### src/rtl/core/tlpt_pkg.sv
// ----------------------------------------------------------------------------
// tlpt_pkg
// Shared types and constants of the three level page table walk: opcodes,
// status codes, descriptor bits and field widths.
// ----------------------------------------------------------------------------
package tlpt_pkg;

  localparam int VA_W          = 39;
  localparam int PA_W          = 48;
  localparam int PAGE_W        = 36;   // physical page number, bits 47:12
  localparam int DESC_W        = 64;
  localparam int IDX_W         = 9;
  localparam int TABLE_ENTRIES = 512;

  localparam logic [1:0] OP_MAP       = 2'd0;
  localparam logic [1:0] OP_UNMAP     = 2'd1;
  localparam logic [1:0] OP_TRANSLATE = 2'd2;
  localparam logic [1:0] OP_UNUSED    = 2'd3;

  localparam logic [1:0] ST_OK       = 2'd0;
  localparam logic [1:0] ST_ALIGN    = 2'd1;
  localparam logic [1:0] ST_UNMAPPED = 2'd2;
  localparam logic [1:0] ST_NOTABLE  = 2'd3;

  localparam int FL_WRITE  = 0;
  localparam int FL_EXEC   = 1;
  localparam int FL_USER   = 2;
  localparam int FL_DEVICE = 3;

  localparam logic [DESC_W-1:0] D_VALID       = 64'h1;
  localparam logic [DESC_W-1:0] D_TABLE       = 64'h1 << 1;
  localparam logic [DESC_W-1:0] D_ATTR_NORMAL = 64'h1 << 2;
  localparam logic [DESC_W-1:0] D_AP_USER     = 64'h1 << 6;
  localparam logic [DESC_W-1:0] D_AP_RO       = 64'h1 << 7;
  localparam logic [DESC_W-1:0] D_SH_INNER    = 64'h3 << 8;
  localparam logic [DESC_W-1:0] D_AF          = 64'h1 << 10;
  localparam logic [DESC_W-1:0] D_NG          = 64'h1 << 11;
  localparam logic [DESC_W-1:0] D_PXN         = 64'h1 << 53;
  localparam logic [DESC_W-1:0] D_UXN         = 64'h1 << 54;

  // Decode of a table descriptor read from the store.
  typedef struct packed {
    logic present;    // valid bit set
    logic in_range;   // points at a table already taken
  } link_info_t;

endpackage

### src/rtl/core/tlpt_desc.sv
// ----------------------------------------------------------------------------
// tlpt_desc
// Descriptor logic: decodes a table descriptor to a table number, builds
// the link to the next free table and the leaf for a map word.
// ----------------------------------------------------------------------------
module tlpt_desc #(
  parameter int TAB_W  = 6,
  parameter int USED_W = 7
) (
  input  logic [tlpt_pkg::DESC_W-1:0] entry,
  input  logic [tlpt_pkg::PA_W-1:0]   base,
  input  logic [USED_W-1:0]           used,
  input  logic [tlpt_pkg::PA_W-1:0]   pa,
  input  logic [3:0]                  flags,
  output tlpt_pkg::link_info_t        link,
  output logic [TAB_W-1:0]            target,
  output logic [tlpt_pkg::DESC_W-1:0] new_link,
  output logic [tlpt_pkg::DESC_W-1:0] leaf
);

  logic [tlpt_pkg::PAGE_W-1:0] offset;
  logic [tlpt_pkg::PAGE_W-1:0] link_page;
  logic                        wr, ex, us, dev;

  // Table numbers are page offsets from the base, modulo the 48-bit space.
  assign offset        = entry[47:12] - base[47:12];
  assign link.present  = entry[0];
  assign link.in_range = offset < tlpt_pkg::PAGE_W'(used);
  assign target        = offset[TAB_W-1:0];

  assign link_page = base[47:12] + tlpt_pkg::PAGE_W'(used);
  assign new_link  = {16'b0, link_page, 12'b0} | tlpt_pkg::D_VALID | tlpt_pkg::D_TABLE;

  assign wr  = flags[tlpt_pkg::FL_WRITE];
  assign ex  = flags[tlpt_pkg::FL_EXEC];
  assign us  = flags[tlpt_pkg::FL_USER];
  assign dev = flags[tlpt_pkg::FL_DEVICE];

  always_comb begin
    leaf = {16'b0, pa[47:12], 12'b0} | tlpt_pkg::D_VALID | tlpt_pkg::D_TABLE | tlpt_pkg::D_AF;
    if (dev) begin
      leaf = leaf | tlpt_pkg::D_PXN | tlpt_pkg::D_UXN;
    end else begin
      leaf = leaf | tlpt_pkg::D_ATTR_NORMAL | tlpt_pkg::D_SH_INNER;
    end
    if (us) begin
      leaf = leaf | tlpt_pkg::D_AP_USER | tlpt_pkg::D_NG;
    end
    if (!wr) begin
      leaf = leaf | tlpt_pkg::D_AP_RO;
    end
    if (!ex) begin
      leaf = leaf | tlpt_pkg::D_PXN | tlpt_pkg::D_UXN;
    end else if (!us) begin
      leaf = leaf | tlpt_pkg::D_UXN;
    end
  end

endmodule

### config.mk
export PLATFORM = sky130hd
export DESIGN_NAME = tlpt_desc
export DESIGN_NICKNAME = d
export VERILOG_FILES = /design/src/rtl/core/tlpt_pkg.sv /design/src/rtl/core/tlpt_desc.sv
export SDC_FILE = /design/constraint.sdc
export NUM_CORES = 1
export LEC_CHECK = 0
export BUFFER_PORTS_ARGS = -buffer_cell sky130_fd_sc_hd__buf_2
export CORE_AREA = 2 2 119 121
export DETAILED_ROUTE_END_ITERATION = 16
export DIE_AREA = 0 0 121 123
export PLACE_DENSITY = 0.64
export SYNTH_ARGS = -nofsm -noshare
export SYNTH_HDL_FRONTEND = slang
export SYNTH_SLANG_ARGS = --single-unit
### constraint.sdc
create_clock -name vclk -period 7.1
set_input_delay 1.42 -clock vclk [all_inputs]
set_output_delay 1.42 -clock vclk [all_outputs]
set_load 0.005 [all_outputs]
==> impl_metrics.json, run 1 <==
{
  "core-area_sq_um": 13600,
  "syn_inst": 600,
  "worst_hold_slack_ns": 2.84,
  "layoutNonFillerInstCount": 857,
  "grt_pass1_wl_mm": 17.4,
  "ys_seq_area_frac": 0,
  "synth.top_cells.by_count": "buf_4, inv_1, ha_1",
  "worst_ep_arrival_time_ns": 5.35,
  "slew_violations": 0,
  "area_growth_pct": 9.59,
  "globalplace.congestion": 0.892,
  "endpoint_kind": "output port",
  "drive_gt1_frac": 0.219,
  "port_buffers": 134,
  "min_path_type": "in -> out",
  "hold_viol_final": 0,
  "utilization": 0.322,
  "vias_per_cell": 4.83,
  "synth_top_area_cell": "buf_4",
  "fmax_ghz": 0.148,
  "seq_cell_count": 0,
  "vias": 4136,
  "start_kind": "input port",
  "antenna_found_initial": 0,
  "tightest_slew_ns": 0.721,
  "power_frac_comb": 1.000,
  "wl_per_cell_um": 13.0,
  "drt_iter0_drc": 282,
  "crit_fanout": 2,
  "die_x_um": 121,
  "layout.nets": 900,
  "period_minus_slack_ns": 6.77,
  "ys_types": 64,
  "fin_tns_setup_ns": 0,
  "grt_use_total": 0.139,
  "fillers": 1514,
  "detailed_place_hpwl_mm": 9.68,
  "grt_max_degree": 12,
  "register_area_sq_um": 0,
  "clockBufferCount": 0,
  "power_density_nw_per_um2": 80.6,
  "swShare": 0.575,
  "post_cts_buffers": 0,
  "p_leak_nw": 2.15,
  "first_pass_iters": 4,
  "start_util": 0.293,
  "outcome": "complete, no violations",
  "vdd_ir_drop_max_uv": 34.8,
  "syn_area_per_cell_sq_um": 6.66,
  "yosysWarningCount": 0,
  "crit_type": "in -> out",
  "grt_pass1_vias": 3711,
  "seqPwrFrac": 0,
  "grt.overflow.total": 0,
  "slew_headroom": 0.507,
  "synth_area_sq_um": 3990,
  "required_ns": 5.68,
  "rsz0062_at_grt": "false",
  "p_int_uw": 150,
  "route.detailed.drc": 0,
  "yosysTopAreaCellShare": 0.167,
  "die_h_um": 123,
  "io_pins": 307,
  "fin_crit_sh": 0.954,
  "yosys-top-cells-area": "buf_4, ha_1, xnor2_1",
  "switchingPower_uw": 203,
  "rows": 43,
  "place_inst": 857,
  "p_clk_frac": 0,
  "die_area_sq_um": 14900,
  "cap_violations": 0,
  "antennaDiodeCount": 0,
  "postRouteAntennaNets": 0,
  "wirelength_mm": 11.1,
  "yosys.cell_count.top_type": "buf_4",
  "setup_viol": 0
}
## metal layers
layer	track usage	part of all wire	up-vias
met5	0	0	-
met4	0.0174	0.016	0
met3	0.0111	0.062	18
met2	0.259	0.48	164
met1	0.179	0.44	1826
li1	-	-	2128
## path summary, 6_finish.rpt
| check | from | end | slack (ns) | cells after the start |
|---|---|---|---|---|
| worst min-delay path | pa[18] | leaf[18] | 2.84 | 0 |
| worst max-delay path | entry[12] | link[0] | 0.33 | 20 |
## cell type report
| type | count | area, sq um | share of cell area |
|---|---|---|---|
| Multi-Input combinational cell | 480 | 3240 | 0.740 |
| Timing Repair Buffer | 136 | 686 | 0.157 |
| Inverter | 61 | 229 | 0.0523 |
| Tap cell | 180 | 225 | 0.0515 |
## power groups by stage
stage	logic [mW]	clock network [mW]	registers (mW)
floorplan	0.274	0	0
global placement	0.344	0	0
detailed placement	0.346	0	0
CTS	0.348	0	0
global route	0.397	0	0
finish	0.353	0	0
## through the flow
step	total power, mW	cell area [sq um]	setup WS, ns
6_report	0.353	4380	0.328
4_1_cts	0.348	4350	0.0947
2_1_floorplan	0.274	4170	1.03
3_5_place_dp	0.346	4350	0.113
3_3_place_gp	0.344	4350	0.167
5_1_grt	0.397	4380	0.0219
## cells by family (layout without fill, tap and decap cells)
group           after synthesis  count (layout)  share of synthesized area
other cells                   2              48                    0.00188
simple gates                176             176                      0.225
xor+xnor                     52              52                      0.114
mux                           5               5                     0.0132
fa+ha+maj                    50              50                      0.160
buf+inv                     166             197                      0.240
compound gates              149             149                      0.246
## cells in the final DEF, fill, tap and decap left out, types with 17 or more instances in the layout
master / instances
buf_2: 134
inv_1: 58
ha_1: 48
conb_1: 48
nand2_1: 46
xnor2_1: 45
a21oi_1: 44
nor2_1: 28
nand3_1: 20
nor3_1: 18
o21ai_1: 17
a21o_1: 17
nand4_1: 17
## critical path: stages
cell and delay (ns):
buf_2 0.07, inv_1 0.03, ha_1 0.22, fa_1 0.41
nand2b_1 0.19, nand2b_1 0.08, a21oi_1 0.07, xnor2_1 0.20
ha_1 0.28, a21o_1 0.19, a311oi_2 0.31, o2111ai_1 0.16
a211oi_1 0.23, nand4_1 0.15, nor4_2 0.30, nand4_1 0.19
nor4_4 0.22, nand4_1 0.19, nor4_2 0.27, buf_2 0.15
## timing repair
action / 4_1_cts / 5_1_grt
hold buffers: 0 / 0
resized for setup: 0 / 4
setup endpoints to repair: 0 / 1
(Power assumes the default switching activity.)
==> run 2: changes to the inputs <==
REMOVE_ABC_BUFFERS = 1   (was not set)
==> impl_metrics.json, run 2 (synthesized netlist as in run 1, its figures left out) <==
{
  "slew_headroom": 0.484,
  "whs_endpoint": "leaf[17]",
  "power_density_nw_per_um2": 81.2,
  "crit_type": "in -> out",
  "swShare": 0.577,
  "worst_ep_arrival_time_ns": 5.39,
  "area_growth_pct": 9.21,
  "grt.overflow.total": 0,
  "final_cell_mix": "buf_2, inv_1, ha_1, conb_1, nand2_1",
  "layout.nets": 900,
  "p_clk_frac": 0,
  "route.detailed.drc": 0,
  "switchingPower_uw": 204,
  "power_frac_comb": 1.000,
  "wirelength_mm": 14.5,
  "vdd_ir_drop_max_uv": 30.7,
  "required_ns": 5.68,
  "die_h_um": 123,
  "port_buffers": 134,
  "period_minus_slack_ns": 6.81,
  "core-area_sq_um": 13600,
  "whs_path_depth": 0,
  "clockBufferCount": 0,
  "grt_max_degree": 12,
  "io_pins": 307,
  "outcome": "complete, no violations",
  "rsz0062_at_grt": "false",
  "grt_use_total": 0.183,
  "globalplace.congestion": 0.877,
  "hold_viol_final": 0,
  "start_util": 0.293,
  "vias": 4246,
  "drive_gt1_frac": 0.217,
  "cap_violations": 0,
  "crit_fanout": 2,
  "cts_resized": 0,
  "wl_per_cell_um": 16.9,
  "p_leak_nw": 2.15,
  "detailed_place_hpwl_mm": 13.1,
  "register_area_sq_um": 0,
  "fin_tns_setup_ns": 0,
  "die_area_sq_um": 14900,
  "fmax_ghz": 0.147,
  "grt_pass1_wl_mm": 20.9,
  "layoutNonFillerInstCount": 857,
  "place_inst": 857,
  "place_area_sq_um": 4350,
  "final_common_cell": "buf_2",
  "vias_per_cell": 4.95,
  "first_pass_iters": 4,
  "drt_iter0_drc": 201,
  "slew_violations": 0,
  "tightest_slew_ns": 0.754,
  "die_x_um": 121,
  "rows": 43,
  "postRouteAntennaNets": 0,
  "utilization": 0.320,
  "post_cts_buffers": 0,
  "seqPwrFrac": 0,
  "holdCritStartpoint": "pa[17]",
  "design_area_sq_um": 4360,
  "start_kind": "input port",
  "endpoint_kind": "output port",
  "fin_crit_sh": 0.960,
  "setup_viol": 0,
  "postCtsHoldBufs": 0,
  "p_int_uw": 150,
  "antenna_found_initial": 2,
  "seq_cell_count": 0,
  "grt_pass1_vias": 3902,
  "antennaDiodeCount": 0,
  "min_path_type": "in -> out",
  "fillers": 1538
}
## run 2: cell counts in the layout (fill, tap and decap cells not counted)
No cell type changed its count.
## run 2: worst max-delay path by stage
stage	start	to	slack [ns]	depth (start not counted)
2_1_floorplan	entry[12]	link[0]	1.03	18
3_3_place_gp	base[12]	link[0]	0.20	19
3_5_place_dp	base[12]	link[0]	0.14	19
4_1_cts	base[12]	link[0]	0.13	19
5_1_grt	entry[12]	link[0]	0.02	20
6_report	base[12]	link[0]	0.29	19
## run 2: routing by layer
metal	up-vias	global-route usage	wire (um)
li1	2127	-	-
met1	1890	0.215	5850
met2	211	0.296	6270
met3	12	0.0987	2040
met4	6	0.0247	232
met5	-	0.0451	115
## run 2: per-stage QoR
stage	power, mW	setup slack [ns]	hold slack [ns]
3_5_place_dp	0.348	0.143	2.84
5_1_grt	0.397	0.0220	2.84
4_1_cts	0.351	0.132	2.84
2_1_floorplan	0.236	1.03	2.84
3_3_place_gp	0.347	0.196	2.84
6_report	0.354	0.286	2.84
## run 2: worst max-delay path: stages
cell and delay, ns:
buf_2 0.12, ha_1 0.21, fa_1 0.40, nand2b_1 0.19, nand2b_1 0.08, a21oi_1 0.07, xnor2_1 0.21, ha_1 0.29
a21o_1 0.19, a311oi_2 0.32, o2111ai_1 0.17, a211oi_1 0.24, nand4_1 0.14, nor4_1 0.28, nand4_1 0.14, nor4_2 0.33
nand4_1 0.18, nor4_2 0.27, buf_2 0.16
## run 2: final cells by class
type | instances | area (sq um) | share of cell area
Multi-Input combinational cell | 480 | 3220 | 0.739
Timing Repair Buffer | 136 | 686 | 0.157
Inverter | 61 | 229 | 0.0525
Tap cell | 180 | 225 | 0.0516
## run 2: power by group through the flow
stage | clock [mW] | sequential, mW | combinational, mW
after detailed placement | 0 | 0 | 0.348
after CTS | 0 | 0 | 0.351
final | 0 | 0 | 0.354
after global routing | 0 | 0 | 0.397
after floorplan | 0 | 0 | 0.236
after global placement | 0 | 0 | 0.347
